--- config.mk ---
export PLATFORM = sky130hd
export DESIGN_NAME = timestamp_match_queue_core
export DESIGN_NICKNAME = d
export VERILOG_FILES = /design/src/rtl/core/tmq_pkg.sv /design/src/rtl/core/tmq_ram.sv /design/src/rtl/core/tmq_ctrl.sv /design/src/rtl/core/tmq_dp.sv /design/src/rtl/core/timestamp_match_queue_core.sv
export SDC_FILE = /design/constraint.sdc
export NUM_CORES = 1
export LEC_CHECK = 0
export BUFFER_PORTS_ARGS = -buffer_cell sky130_fd_sc_hd__buf_2
export CORE_AREA = 3 3 177 308
export CTS_BUF_LIST = sky130_fd_sc_hd__clkbuf_4 sky130_fd_sc_hd__clkbuf_8
export CTS_CLUSTER_DIAMETER = 60
export DETAILED_ROUTE_END_ITERATION = 7
export DIE_AREA = 0 0 180 311
export GPL_TIMING_DRIVEN = 0
export PLACE_DENSITY = 0.93
export REMOVE_ABC_BUFFERS = 1
export SLEW_MARGIN = 20
export SYNTH_ARGS = -nofsm -noshare
export SYNTH_HDL_FRONTEND = slang
export SYNTH_SLANG_ARGS = --single-unit
--- constraint.sdc ---
create_clock -name clk -period 8.6 [get_ports clk]
set_clock_uncertainty 0.15 [all_clocks]
set_input_delay 0.86 -clock clk [delete_from_list [all_inputs] [get_ports clk]]
set_output_delay 0.86 -clock clk [all_outputs]
set_load 0.1 [all_outputs]
--- src/rtl/core/tmq_pkg.sv ---
// Shared types and constants for the timestamp match queue.
package tmq_pkg;

    localparam logic [1:0] CMD_INSERT = 2'd0;
    localparam logic [1:0] CMD_LOOKUP = 2'd1;
    localparam logic [1:0] CMD_CLEAR  = 2'd2;

    localparam logic [2:0] EV_INSERT = 3'd0;
    localparam logic [2:0] EV_EVICT  = 3'd1;
    localparam logic [2:0] EV_MATCH  = 3'd2;
    localparam logic [2:0] EV_MISS   = 3'd3;
    localparam logic [2:0] EV_CLEAR  = 3'd4;

    localparam int STAMP_W = 32;
    localparam int META_PORT_W = 32;
    localparam int CNT_PORT_W = 4;
    localparam int EVENT_W = 3;

    // Controller to datapath commands
    typedef struct packed {
        logic load;
        logic ins;
        logic clr;
        logic scan_start;
        logic scan_step;
        logic lk_done;
    } tmq_cmd_t;

    // Datapath to controller status
    typedef struct packed {
        logic empty;
        logic hit_eq;
        logic hit_newer;
        logic last;
        logic out_free;
    } tmq_stat_t;

endpackage

--- src/rtl/core/tmq_ram.sv ---
// Generic single write, single read RAM with registered read data.
module tmq_ram #(
    parameter int WIDTH = 32,
    parameter int DEPTH = 10
) (
    input  logic                                  clk,
    input  logic                                  we,
    input  logic [(DEPTH > 1 ? $clog2(DEPTH) : 1)-1:0] waddr,
    input  logic [WIDTH-1:0]                      wdata,
    input  logic                                  re,
    input  logic [(DEPTH > 1 ? $clog2(DEPTH) : 1)-1:0] raddr,
    output logic [WIDTH-1:0]                      rdata
);

    logic [WIDTH-1:0] mem [DEPTH];
    logic [WIDTH-1:0] rdata_reg;

    always_ff @(posedge clk)
    begin
        if (we)
        begin
            mem[waddr] <= wdata;
        end
        if (re)
        begin
            rdata_reg <= mem[raddr];
        end
    end

    assign rdata = rdata_reg;

endmodule

--- src/rtl/core/tmq_ctrl.sv ---
// Sequencing state machine for the timestamp match queue.
module tmq_ctrl
    import tmq_pkg::*;
(
    input  logic      clk,
    input  logic      rst_n,
    input  logic      in_valid,
    input  logic [1:0] cmd,
    input  tmq_stat_t stat,
    output logic      in_ready,
    output tmq_cmd_t  ctl
);

    localparam logic [2:0] S_IDLE   = 3'd0;
    localparam logic [2:0] S_INS    = 3'd1;
    localparam logic [2:0] S_CLR    = 3'd2;
    localparam logic [2:0] S_LSTART = 3'd3;
    localparam logic [2:0] S_LCMP   = 3'd4;

    logic [2:0] state_reg;
    logic [2:0] state_next;

    always_ff @(posedge clk or negedge rst_n)
    begin
        if (!rst_n)
        begin
            state_reg <= S_IDLE;
        end
        else
        begin
            state_reg <= state_next;
        end
    end

    always_comb
    begin
        state_next = state_reg;
        in_ready   = 1'b0;
        ctl        = '0;
        case (state_reg)
            S_IDLE:
            begin
                in_ready = 1'b1;
                if (in_valid)
                begin
                    ctl.load = 1'b1;
                    case (cmd)
                        CMD_INSERT: state_next = S_INS;
                        CMD_LOOKUP: state_next = S_LSTART;
                        CMD_CLEAR:  state_next = S_CLR;
                        default:    state_next = S_IDLE;
                    endcase
                end
            end
            S_INS:
            begin
                if (stat.out_free)
                begin
                    ctl.ins    = 1'b1;
                    state_next = S_IDLE;
                end
            end
            S_CLR:
            begin
                if (stat.out_free)
                begin
                    ctl.clr    = 1'b1;
                    state_next = S_IDLE;
                end
            end
            S_LSTART:
            begin
                if (stat.empty)
                begin
                    if (stat.out_free)
                    begin
                        ctl.lk_done = 1'b1;
                        state_next  = S_IDLE;
                    end
                end
                else
                begin
                    ctl.scan_start = 1'b1;
                    state_next     = S_LCMP;
                end
            end
            S_LCMP:
            begin
                // stop on a match, a newer entry or the last entry
                if (stat.hit_eq || stat.hit_newer || stat.last)
                begin
                    if (stat.out_free)
                    begin
                        ctl.lk_done = 1'b1;
                        state_next  = S_IDLE;
                    end
                end
                else
                begin
                    ctl.scan_step = 1'b1;
                end
            end
            default:
            begin
                state_next = S_IDLE;
            end
        endcase
    end

endmodule

--- src/rtl/core/tmq_dp.sv ---
// Datapath: record stores, ring pointers, scan compare and result register.
module tmq_dp
    import tmq_pkg::*;
#(
    parameter int QUEUE_DEPTH = 10,
    parameter int META_WIDTH  = 32
) (
    input  logic                   clk,
    input  logic                   rst_n,
    input  tmq_cmd_t               ctl,
    output tmq_stat_t              stat,
    input  logic [STAMP_W-1:0]     stamp,
    input  logic [META_PORT_W-1:0] meta_in,
    input  logic                   out_ready,
    output logic                   out_valid,
    output logic                   found,
    output logic [META_PORT_W-1:0] meta_out,
    output logic [CNT_PORT_W-1:0]  dropped,
    output logic [CNT_PORT_W-1:0]  occupancy,
    output logic [EVENT_W-1:0]     event_res
);

    localparam int AW   = (QUEUE_DEPTH > 1) ? $clog2(QUEUE_DEPTH) : 1;
    localparam int CW   = $clog2(QUEUE_DEPTH + 1);
    localparam int SUMW = CW + 1;
    localparam int SW   = (META_WIDTH < META_PORT_W) ? META_WIDTH : META_PORT_W;

    logic [AW-1:0]      head_reg;
    logic [AW-1:0]      head_next;
    logic [CW-1:0]      count_reg;
    logic [CW-1:0]      count_next;
    logic [AW-1:0]      ptr_reg;
    logic [CW-1:0]      idx_reg;
    logic [STAMP_W-1:0] key_reg;
    logic [SW-1:0]      meta_reg;

    logic                   out_valid_reg;
    logic                   found_reg;
    logic [META_PORT_W-1:0] meta_out_reg;
    logic [CNT_PORT_W-1:0]  dropped_reg;
    logic [CNT_PORT_W-1:0]  occupancy_reg;
    logic [EVENT_W-1:0]     event_reg;

    logic [STAMP_W-1:0] rd_stamp;
    logic [SW-1:0]      rd_meta;
    logic [AW-1:0]      rd_addr;
    logic [AW-1:0]      wr_addr;
    logic [AW-1:0]      head_inc;
    logic [AW-1:0]      ptr_inc;
    logic [SUMW-1:0]    tail_sum;
    logic [CW-1:0]      idx_inc;
    logic [STAMP_W-1:0] diff;
    logic               full;
    logic               commit;
    logic               res_found;
    logic [SW-1:0]      res_meta;
    logic [CW-1:0]      res_drop;
    logic [EVENT_W-1:0] res_event;
    logic [CW+CNT_PORT_W-1:0]  drop_ext;
    logic [CW+CNT_PORT_W-1:0]  occ_ext;
    logic [SW+META_PORT_W-1:0] meta_ext;

    assign full     = (count_reg == CW'(QUEUE_DEPTH));
    assign head_inc = (head_reg == AW'(QUEUE_DEPTH - 1)) ? '0 : head_reg + AW'(1);
    assign ptr_inc  = (ptr_reg == AW'(QUEUE_DEPTH - 1)) ? '0 : ptr_reg + AW'(1);
    assign idx_inc  = idx_reg + CW'(1);
    assign tail_sum = SUMW'(head_reg) + SUMW'(count_reg);

    // slot after the newest record; on overflow the evicted slot is reused
    always_comb
    begin
        if (full)
        begin
            wr_addr = head_reg;
        end
        else if (tail_sum >= SUMW'(QUEUE_DEPTH))
        begin
            wr_addr = AW'(tail_sum - SUMW'(QUEUE_DEPTH));
        end
        else
        begin
            wr_addr = tail_sum[AW-1:0];
        end
    end

    assign rd_addr = ctl.scan_start ? head_reg : ptr_inc;

    tmq_ram #(
        .WIDTH (STAMP_W),
        .DEPTH (QUEUE_DEPTH)
    ) u_stamp_ram (
        .clk   (clk),
        .we    (ctl.ins),
        .waddr (wr_addr),
        .wdata (key_reg),
        .re    (ctl.scan_start | ctl.scan_step),
        .raddr (rd_addr),
        .rdata (rd_stamp)
    );

    tmq_ram #(
        .WIDTH (SW),
        .DEPTH (QUEUE_DEPTH)
    ) u_meta_ram (
        .clk   (clk),
        .we    (ctl.ins),
        .waddr (wr_addr),
        .wdata (meta_reg),
        .re    (ctl.scan_start | ctl.scan_step),
        .raddr (rd_addr),
        .rdata (rd_meta)
    );

    // wraparound order: half-range distance falls back to plain magnitude
    assign diff = rd_stamp - key_reg;
    always_comb
    begin
        stat.hit_eq = (rd_stamp == key_reg);
        if (diff == {1'b1, {(STAMP_W-1){1'b0}}})
        begin
            stat.hit_newer = (rd_stamp > key_reg);
        end
        else
        begin
            stat.hit_newer = !stat.hit_eq && !diff[STAMP_W-1];
        end
        stat.empty    = (count_reg == '0);
        stat.last     = (idx_inc == count_reg);
        stat.out_free = !out_valid_reg || out_ready;
    end

    assign commit = ctl.ins | ctl.clr | ctl.lk_done;

    always_comb
    begin
        head_next  = head_reg;
        count_next = count_reg;
        res_found  = 1'b0;
        res_meta   = '0;
        res_drop   = '0;
        res_event  = EV_MISS;
        if (ctl.ins)
        begin
            if (full)
            begin
                head_next = head_inc;
                res_drop  = CW'(1);
                res_event = EV_EVICT;
            end
            else
            begin
                count_next = count_reg + CW'(1);
                res_event  = EV_INSERT;
            end
        end
        else if (ctl.clr)
        begin
            head_next  = '0;
            count_next = '0;
            res_drop   = count_reg;
            res_event  = EV_CLEAR;
        end
        else if (ctl.lk_done && !stat.empty)
        begin
            if (stat.hit_eq)
            begin
                head_next  = ptr_inc;
                count_next = count_reg - idx_inc;
                res_found  = 1'b1;
                res_meta   = rd_meta;
                res_drop   = idx_reg;
                res_event  = EV_MATCH;
            end
            else if (stat.hit_newer)
            begin
                head_next  = ptr_reg;
                count_next = count_reg - idx_reg;
                res_drop   = idx_reg;
            end
            else
            begin
                // ran off the end: everything scanned is stale
                head_next  = ptr_inc;
                count_next = '0;
                res_drop   = count_reg;
            end
        end
    end

    always_ff @(posedge clk or negedge rst_n)
    begin
        if (!rst_n)
        begin
            head_reg      <= '0;
            count_reg     <= '0;
            out_valid_reg <= 1'b0;
        end
        else
        begin
            head_reg  <= head_next;
            count_reg <= count_next;
            if (commit)
            begin
                out_valid_reg <= 1'b1;
            end
            else if (out_ready)
            begin
                out_valid_reg <= 1'b0;
            end
        end
    end

    assign drop_ext = {{CNT_PORT_W{1'b0}}, res_drop};
    assign occ_ext  = {{CNT_PORT_W{1'b0}}, count_next};
    assign meta_ext = {{META_PORT_W{1'b0}}, res_meta};

    always_ff @(posedge clk)
    begin
        if (ctl.load)
        begin
            key_reg  <= stamp;
            meta_reg <= meta_in[SW-1:0];
        end
        if (ctl.scan_start)
        begin
            ptr_reg <= head_reg;
            idx_reg <= '0;
        end
        else if (ctl.scan_step)
        begin
            ptr_reg <= ptr_inc;
            idx_reg <= idx_inc;
        end
        if (commit)
        begin
            found_reg     <= res_found;
            meta_out_reg  <= meta_ext[META_PORT_W-1:0];
            dropped_reg   <= drop_ext[CNT_PORT_W-1:0];
            occupancy_reg <= occ_ext[CNT_PORT_W-1:0];
            event_reg     <= res_event;
        end
    end

    assign out_valid = out_valid_reg;
    assign found     = found_reg;
    assign meta_out  = meta_out_reg;
    assign dropped   = dropped_reg;
    assign occupancy = occupancy_reg;
    assign event_res = event_reg;

endmodule

--- src/rtl/core/timestamp_match_queue_core.sv ---
// Top level of the timestamp match queue: controller plus datapath.
//
// Bounded FIFO of frame records (timestamp plus metadata) matched against decoded
// timestamps under 32-bit wraparound order. One transaction is worked on at a time
// and each accepted command except the unused code gives exactly one result.
// An insert or clear is accepted in the idle state and its result is registered from
// S_INS or S_CLR once the output register is free. A lookup loads its stamp, starts
// the scan in S_LSTART and compares entries in S_LCMP, examining at most QUEUE_DEPTH
// entries; the scan reads one entry per cycle through the single read port of the
// record stores. A finished result waits in the output register while the next
// transaction is accepted; processing stalls only when a new result is ready and the
// previous one has not been taken. Record stores need no clearing after reset.
module timestamp_match_queue_core
    import tmq_pkg::*;
#(
    parameter int QUEUE_DEPTH = 10,
    parameter int META_WIDTH  = 32
) (
    input  logic                   clk,
    input  logic                   rst_n,
    input  logic                   in_valid,
    output logic                   in_ready,
    input  logic [1:0]             cmd,
    input  logic [STAMP_W-1:0]     stamp,
    input  logic [META_PORT_W-1:0] meta_in,
    output logic                   out_valid,
    input  logic                   out_ready,
    output logic                   found,
    output logic [META_PORT_W-1:0] meta_out,
    output logic [CNT_PORT_W-1:0]  dropped,
    output logic [CNT_PORT_W-1:0]  occupancy,
    output logic [EVENT_W-1:0]     event_res
);

    tmq_cmd_t  ctl;
    tmq_stat_t stat;

    tmq_ctrl u_ctrl (
        .clk      (clk),
        .rst_n    (rst_n),
        .in_valid (in_valid),
        .cmd      (cmd),
        .stat     (stat),
        .in_ready (in_ready),
        .ctl      (ctl)
    );

    tmq_dp #(
        .QUEUE_DEPTH (QUEUE_DEPTH),
        .META_WIDTH  (META_WIDTH)
    ) u_dp (
        .clk       (clk),
        .rst_n     (rst_n),
        .ctl       (ctl),
        .stat      (stat),
        .stamp     (stamp),
        .meta_in   (meta_in),
        .out_ready (out_ready),
        .out_valid (out_valid),
        .found     (found),
        .meta_out  (meta_out),
        .dropped   (dropped),
        .occupancy (occupancy),
        .event_res (event_res)
    );

endmodule
### Word level (Yosys, flattened, before mapping)

Memories as Yosys holds them, arrays and structs flattened. A register that Yosys moved wholly into a read port is not among the register bits.
Cells that the tools add are included.

| cells by class | value |
|---|---|
| add/subtract/negate cells | 9 |
| $mul | 0 |
| divide/modulo/power cells | 0 |
| magnitude comparators | 2 |
| equality and inequality tests | 15 |
| shift-type cells | 0 |
| mux-type cells | 55 |
| bitwise operators | 5 |
| reductions and logical operators | 20 |

Operators by type and width:

| cell | number |
|---|---|
| 4-bit 2-to-1 mux | 24 |
| 32-bit == test | 1 |
| 32-bit == test (second input constant) | 1 |
| 32-bit > comparator | 1 |
| 32-bit subtractor | 1 |
| 1-bit 2-to-1 mux | 21 |
| 3-bit 2-to-1 mux | 7 |
| 4-bit by 1-bit adder with 4-bit output (second input constant) | 4 |
| 4-bit == test (second input constant) | 3 |
| 3-bit case mux with 4 select lines | 1 |
| 4-bit subtractor | 2 |
| 3-bit by 2-bit == test with 1-bit output (second input constant) | 2 |
| 2-bit case mux with 3 select lines | 1 |
| 4-bit by 4-bit adder with 5-bit output | 1 |
| 5-bit by 4-bit greater-or-equal comparator with 1-bit output (second input constant) | 1 |
| 4-bit == test | 1 |
| 1-bit zero test | 4 |
| 4-bit zero test | 1 |
| 2-bit by 1-bit inequality test with 1-bit output (second input constant) | 2 |
| 2-bit AND reduction | 2 |
| 2-bit nonzero test | 2 |
| 4-bit OR reduction | 1 |
| 4-bit subtractor (second input constant) | 1 |
| 3-bit by 1-bit == test with 1-bit output (second input constant) | 1 |
| 14 further kinds | 20 |

| word-level totals | value |
|---|---|
| register bits after elaboration | 128 |
| latch bits | 0 |
| RAM bits | 640 |
| bits in read-only memories | 0 |
| input port bits | 70 |
| output and inout bits | 46 |
| memories kept | 2 |

Memory list:

| memory | depth | bits a word | read ports | clocked after memory_dff | write ports | line | source |
|---|---|---|---|---|---|---|---|
| u_dp.u_meta_ram.mem | 10 | 32 | 1 | 1 | 1 | tmq_ram.sv:15 | `logic [WIDTH-1:0] mem [DEPTH];` |
| u_dp.u_stamp_ram.mem | 10 | 32 | 1 | 1 | 1 | tmq_ram.sv:15 |  |

### Longest topological paths before layout

Gate-level depths: netlist of the first run.

| logic depth | value |
|---|---|
| word-level depth | 12 |
| depth in mapped cells | 15 |
| depth with buffers taken out | 14 |

### Modules after synthesis

Synthesis of the first run repeated with hierarchy kept, for this count alone.

| unflattened totals | value |
|---|---|
| cell total of the unflattened synthesis | 2182 |
| area, all modules | 35221.3 sq um |

Modules (own cells, without submodules):

| module | times used | cells each | area each (sq um) |
|---|---|---|---|
| tmq_ram | 2 | 698 | 13610.6 |
| tmq_dp | 1 | 753 | 7733.7 |
| tmq_ctrl | 1 | 33 | 266.5 |

### Worst setup path after synthesis of the first run

No wires, ideal clock.

| timing | value |
|---|---|
| path kind | register -> register |
| start | register u_dp.count_reg[0] |
| end | memory u_dp.u_meta_ram.mem[3][0], enable pin |
| setup time | 486 ps |
| data arrival time | 5230 ps |
| slack | 2734 ps |
| cell stages (with the launch flop) | 12 |
| period minus slack after synthesis | 5866 ps |
| path through | dfrtp_1 ha_1 fa_1 xnor2_1 ha_1 nand2_1 a21boi_0 xnor2_1 nand2_1 o21ai_0 or3_1 nor2_1 |

| between the ends | value |
|---|---|
| longest elaborated chain between the ends | 4 |
| elaborated cells on any way between the ends | 6 |
| classes of those cells | add/sub (2); order compare (1); eq/ne (1); mux (2) |

RTL lines:

| element | line | source |
|---|---|---|
| start, declared | tmq_dp.sv:30 | `logic [CW-1:0] count_reg;` |
| start signal, assigned | tmq_dp.sv:201 | `count_reg <= count_next;` |
| 4-bit by 4-bit adder with 5-bit output | tmq_dp.sv:67 | `assign tail_sum = SUMW'(head_reg) + SUMW'(count_reg);` |
| 4-bit subtractor or 5-bit by 4-bit greater-or-equal comparator with 1-bit output (tied branches) | tmq_dp.sv:78, tmq_dp.sv:76 |  |
| 4-bit 2-to-1 mux | tmq_dp.sv:76 | `else if (tail_sum >= SUMW'(QUEUE_DEPTH))` |
| 4-bit 2-to-1 mux * | tmq_dp.sv:72 | `if (full)` |
| end, declared | tmq_ram.sv:15 |  |

Every way passes the cells marked *; elsewhere a longest branch is shown, timed or not.

### Final worst setup path of the first run

| timing | value |
|---|---|
| start | register u_dp.count_reg[1] |
| end | register u_dp.u_stamp_ram.rdata_reg[26] (netlist: u_dp.u_stamp_ram.rdata[26]) (read register of u_dp.u_stamp_ram.mem), data pin |

| between the ends | value |
|---|---|
| longest elaborated chain between the ends | 5 |
| elaborated cells on any way between the ends | 9 |
| classes of those cells | eq/ne (1); mux (5); bitwise (1); reduce/logical (2) |

RTL lines:

| element | line | source |
|---|---|---|
| 4-bit == test | tmq_dp.sv:128 | `stat.last = (idx_inc == count_reg);` |
| 1-bit logical OR | tmq_ctrl.sv:90 | `if (stat.hit_eq \|\| stat.hit_newer \|\| stat.last)` |
| 1-bit 2-to-1 mux | tmq_ctrl.sv:90 |  |
| 1-bit 2-to-1 mux | tmq_ctrl.sv:40 | `case (state_reg)` |
| 1-bit bitwise OR | tmq_dp.sv:96 | `.re (ctl.scan_start \| ctl.scan_step),` |
| end, declared | tmq_ram.sv:16 | `logic [WIDTH-1:0] rdata_reg;` |

Several ways; a longest one is shown, not always the timed one.
A chain may end at the register's enable or synchronous reset.

==> results of run 1 <==
[metrics by stage]
step                utilization [%]  cells  hold WS [ps]  power [mW]  cell area, um2
floorplan                         -   1874           333        8.97           33400
global placement               66.5   2667           351        10.2           34800
detailed placement             70.2   2739           358        10.3           36800
CTS                            74.6   2936           117        13.4           39000
global route                   74.6   2937           140        13.9           39100
finish                         74.6   2937           160        13.4           39100
[path summary, 6_finish.rpt]
path / from / to / slack, ps / cells past startpoint
max in group asynchronous: rst_n / u_ctrl.state_reg[0] / 7630 / 2
worst min-delay path: stamp[7] / u_dp.key_reg[7] / 160 / 1
worst min register to register: u_dp.u_meta_ram.rdata[26] / u_dp.meta_out[26] / 370 / 1
worst max-delay path: u_dp.count_reg[1] / u_dp.u_stamp_ram.rdata[26] / 3120 / 14
min in group asynchronous: rst_n / u_dp.count_reg[1] / 410 / 2
worst max register to register: u_dp.count_reg[1] / u_dp.u_stamp_ram.rdata[26] / 3120 / 14
[power by group through the flow]
stage          sequential, mW  combinational (mW)  clock [mW]
3_3_place_gp             5.89                4.33           0
6_report                 5.78                4.56        3.07
5_1_grt                  5.84                4.80        3.27
3_5_place_dp             5.84                4.49           0
4_1_cts                  5.77                4.53        3.10
2_1_floorplan            6.47                2.50           0
[critical path: stages (launching register included)]
cell and delay [ps]:
dfrtp_1 670, inv_1 220, ha_1 240, nand2_1 180, nand4b_1 680, o21ai_4 870
buf_16 260, buf_16 190, buf_16 200, buf_16 200, buf_16 200, mux4_2 540
and2_1 180, a211oi_1 270, a31oi_1 70
[area by class of cell]
cell class / instances / area (um2)
antenna: 1 / 2.50
clock buffer: 138 / 1720
clock inverter: 58 / 568
fill: 2701 / 13300
inverter: 56 / 215
multi-input combinational: 986 / 8440
sequential: 832 / 24900
tap: 678 / 848
timing repair buffer: 188 / 2370
[logic make-up (layout without fill, tap and decap cells)]
kind of cell	count (synthesis)	in the layout
adder cells (fa/ha/maj)	53	53
flip-flops	832	832
multiplexers	138	138
AO/OA/AOI/OAI	313	313
buffers and inverters	155	440
other	0	1
XOR/XNOR	30	30
AND/OR/NAND/NOR	452	452
[layout by cell type (no fill, tap or decap), types with 47 or more instances in the layout]
master / n
clkbuf_8: 109
inv_1: 54
nor2_1: 58
a21oi_1: 47
edfxtp_1: 816
a211oi_1: 71
and2_1: 98
buf_2: 116
buf_16: 49
nand2_1: 182
a31oi_1: 70
ha_1: 50
mux4_2: 128
[metal layers]
metal  up-vias  GRT usage, %
li1       8213             -
met1      9914          36.9
met2      1386          51.9
met3       299          4.71
met4         0          17.2
met5         -             0
==> impl_results.md, run 1 <==
* Number of synthesized flops with an enable pin at 816
* Main area contributors after synthesis: edfxtp_1 (73%), mux4_2 (8.5%), nand2_1 (2.0%), ha_1 (1.9%), and2_1 (1.8%)
* Mapped Avg Cell Area at 17.1 um2
* Synth top area share at 72.5%
* H-tree levels at 3
* Register bit count reported by yosys at 832
* CTS Buffer Depth at 3
* Postcts setup bufs at 0
* Clock Latency Late Sink at 730 ps
* Fmax at 0.183 GHz
* Final Wtd Congestion at 0.937
* Clk pin slew, worst setup/hold paths at 70 ps
* Slew @ Worst Pin at 890 ps
* Total net switching power at 4.85 mW
* Post-DP HPWL at 53.2 mm
* HP Class: input port to flop
* Status: completed
* Number of vias per cell at 6.75
* Crit-path max FO at 18
* Final Critical Period at 5480 ps
* Vias in the first global route at 20.8k
* Critical Path Source Type: flop
* Core area at 52,400 um2
* Die area at 56,000 um2
* Top Metal Used: met4
* Initial antenna violation count at 1
* Io pins at 116
* Compound-cell area share of the yosys netlist at 6.28%
* Ys async rst share at 1.44%
* Post-synthesis simple-gate area fraction at 6.58%
* Router iterations before antenna repair at 6
* Final Cycle Share at 63.7%
* Die Span X at 180 um
* Post-synthesis xor/xnor area fraction at 0.778%
* Most frequent cell after synthesis: edfxtp_1
* Clk sinks at 832
* Setup ws final at 3120 ps
* Cell Int Power at 8.56 mW
* Sequential Power Share at 43.1%
* Unrepaired setup endpoints after global routing: false
* Leak at 13.2 nW
* VDD IR-drop max at 235 uV
* Dominant synthesized flop cell: edfxtp_1
* Post-synthesis adder-cell area fraction at 2.03%
* Register area share after synthesis at 73.6%
* Synth area leader: edfxtp_1
* Post-synth cell types at 77
* WL final at 83.6 mm
* Synthesized area at 33,800 um2
* Cts repair resizes at 0
* Largest net degree at the start of global routing at 38
* CTS root buffer: clkbuf_8
* Wire length on met3 at 7.12 mm
* Post-route ant nets at 0
* Final Setup Violations at 0
* CTS tree: done
* Per-cell routed wire length at 28.5 um
* Mapped Cells at 1,973
* DRC Markers at 0
* Slew Viols, Final at 0
* Die height at 311 um
* CP required at 8900 ps
* Layout area overhead at 15.6%
* Largest family of logic cells by synthesized area: multiplexers
* M1 WL at 27.8 mm
* Initial Utilization at 64.5%
* First-pass GRT wire length at 127 mm
* Num rows at 111
* CTS buffer count at 106
* GRT overflow at 0
* Layout cells sized above 1 at 23.5%
* Setup TNS at 0 ps
* Total track usage at 30.3%
* Critical path capture point type: flop
* Vias at 19.8k
* I/O Buffers at 115
* WS Path Type: flop to flop
* Final Hold Viols at 0
* Post-synth top cells: edfxtp_1 (816), nand2_1 (183), mux4_2 (128)
* Switching power share of the total at 36.2%
* Clock share of power at 22.9%
* Initial DRC Count at 2,435
* Max_cap viols at 0
* Slew margin rel. at 40.5%
* Pre-CTS setup slack at 3220 ps
* Pwr per Cell Area at 343 nW/um2
* Arrival time worst endpoint at 5770 ps
* Synthesis warning total at 0
* Hold Buf Count CTS at 1
* Top Registers: u_dp.u_meta_ram.mem (320), u_dp.u_stamp_ram.mem (320)
* Mux contribution to synthesized area at 8.85%
* Logic pwr share at 34.0%
* Routed wl met2 at 44.1 mm
* Final #Nets at 2,293
(Power assumes the default switching activity.)
==> run 2, diff against run 1 <==
--- a/config.mk
+++ b/config.mk
@@ -6,13 +6,13 @@
 export NUM_CORES = 1
 export LEC_CHECK = 0
 export BUFFER_PORTS_ARGS = -buffer_cell sky130_fd_sc_hd__buf_2
-export CORE_AREA = 3 3 177 308
+export CORE_AREA = 3 3 178 310
 export CTS_BUF_LIST = sky130_fd_sc_hd__clkbuf_4 sky130_fd_sc_hd__clkbuf_8
 export CTS_CLUSTER_DIAMETER = 60
 export DETAILED_ROUTE_END_ITERATION = 7
-export DIE_AREA = 0 0 180 311
+export DIE_AREA = 0 0 181 313
 export GPL_TIMING_DRIVEN = 0
-export PLACE_DENSITY = 0.93
+export PLACE_DENSITY = 0.92
 export REMOVE_ABC_BUFFERS = 1
 export SLEW_MARGIN = 20
 export SYNTH_ARGS = -nofsm -noshare
==> constraint.sdc (replaced) <==
create_clock -name clk -period 5.45 [get_ports clk]
set_clock_uncertainty 0.15 [all_clocks]
set_input_delay 0.545 -clock clk [delete_from_list [all_inputs] [get_ports clk]]
set_output_delay 0.545 -clock clk [all_outputs]
set_load 0.1 [all_outputs]
==> run 2 against run 1 <==
  * Clock power rose by 60%
  * Register-to-register slack got worse by 3100 ps
  * Fmax rose by 1.4%
  * Hold slack got worse by 85 ps
  * Combinational power rose by 61%
  * Setup slack worse by 3100 ps
  * Global-route usage is 0.84 points higher
  * Via count grew 2.4%
  * Critical path type unchanged
==> impl_results.md, run 2 (synthesis results as in run 1) <==
* CTS Buffer Depth at 3
* I/O Buffers at 115
* Total track usage at 31.1%
* Layout area overhead at 17.7%
* WL final at 86.8 mm
* Die area at 56,700 um2
* WS Path Type: flop to flop
* Leak at 13.5 nW
* Max_cap viols at 0
* Critical Path Source Type: flop
* Status: completed
* Commonest cells after routing, fill and taps aside: edfxtp_1 (816), nand2_1 (181), mux4_2 (128)
* Final #Nets at 2,366
* Slew @ Worst Pin at 963 ps
* Setup ws final at 48.7 ps
* Most common cell after layout, fill and taps aside: edfxtp_1
* Arrival time worst endpoint at 5660 ps
* Vias in the first global route at 21.4k
* Clk pin slew, worst setup/hold paths at 70 ps
* Initial DRC Count at 2,602
* CTS tree: done
* Initial antenna violation count at 3
* Final Wtd Congestion at 0.938
* Core area at 52,600 um2
* Clk sinks at 832
* Die height at 313 um
* H-tree levels at 3
* FILL cells at 2,650
* Critical path capture point type: flop
* Number of vias per cell at 6.73
* Crit-path max FO at 22
* Slew Viols, Final at 0
* VDD IR-drop max at 391 uV
* Top Registers: u_dp.u_meta_ram.mem (320), u_dp.u_stamp_ram.mem (320)
* Final Critical Period at 5400 ps
* Per-cell routed wire length at 28.8 um
* CTS buffer count at 109
* GRT overflow at 0
* CP required at 5710 ps
* Fmax at 0.185 GHz
* Slew margin rel. at 35.7%
* Unrepaired setup endpoints after global routing: false
* Router iterations before antenna repair at 8
* Num rows at 111
* Post-route ant nets at 0
* Layout cells sized above 1 at 23.0%
* DRC Markers at 0
* Vias at 20.3k
* First-pass GRT wire length at 131 mm
* Final Hold Viols at 0
* Pwr per Cell Area at 537 nW/um2
* Pre-CTS setup slack at -122 ps
* Largest net degree at the start of global routing at 50
* CTS root buffer: clkbuf_8
* Die Span X at 181 um
* Clock Latency Late Sink at 740 ps
* HP Class: input port to asynchronous set/reset pin
* Io pins at 116
* R2R cell count at 16
* Setup TNS at 0 ps
* CP startpoint: u_dp.key_reg[1]
* Total Power at 21.4 mW
* Initial Utilization at 64.2%
* Final Cycle Share at 99.1%
* Final Setup Violations at 0
* Post-DP HPWL at 52.3 mm
* Reg2Reg Launch Point: u_dp.key_reg[1]
run 2: per-layer routing:
layer / track usage (%) / routed length, um / up-vias
li1: - / - / 8361
met1: 36.7 / 27700 / 9946
met2: 53.3 / 45200 / 1558
met3: 5.05 / 7820 / 432
met4: 19.8 / 6090 / 0
met5: 0 / 0 / -
run 2: cell type report:
type                            instances  area (um2)  share of cell area (%)
Inverter                               56         215                   0.541
Multi-Input combinational cell        986        8450                    21.2
Antenna cell                            3        7.51                  0.0189
Clock buffer                          142        1800                    4.54
Sequential cell                       832       24900                    62.6
Timing Repair Buffer                  258        3050                    7.67
Clock inverter                         61         517                    1.30
Tap cell                              678         848                    2.13
run 2: power breakdown:
part | leakage, nW | internal [mW] | switching, mW
combinational | 4.71 | 2.46 | 4.86
clock | 1.22 | 2.60 | 2.30
sequential | 7.59 | 8.50 | 0.642
total | 13.5 | 13.6 | 7.80
run 2: stage by stage:
stage / util, % / cells / cell area, um2 / hold WS (ps)
after detailed placement: 69.8 / 2741 / 36800 / 302
after global routing: 75.6 / 3016 / 39800 / 97.8
final: 75.6 / 3016 / 39800 / 75.5
after CTS: 75.5 / 3013 / 39800 / 46.8
after global placement: 66.1 / 2667 / 34800 / 292
after floorplan: - / 1874 / 33400 / 99.4
run 2: final timing paths:
check                                       to  slack [ps]
hold / removal                u_dp.head_reg[2]          80
hold reg to reg               u_dp.meta_out[4]         370
max in group asynchronous    u_dp.count_reg[1]        4810
setup reg to reg             u_dp.meta_out[21]          50
min in group clk           u_ctrl.state_reg[1]         170
setup / recovery             u_dp.meta_out[21]          50
run 2: what timing repair did:
item	in CTS	in global routing
pin swaps	2	0
endpoints found under the hold margin	79	0
gates resized for setup	0	5
setup endpoints to repair	23	112
setup buffers	2	0
hold buffers	67	0
run 2: worst max-delay path, cell delays in order (launching register included):
cell       delay, ps
edfxtp_1         570
inv_1            240
ha_1             420
nor2b_1          320
o211a_2          410
nor2_1           110
o21ai_1          260
a21oi_1          250
a2111oi_0        410
nand4_1          270
and4bb_4         440
nor2_4            90
nand2_2          310
a31oi_1          200
nor2_4           200
buf_16           170
buf_12           190
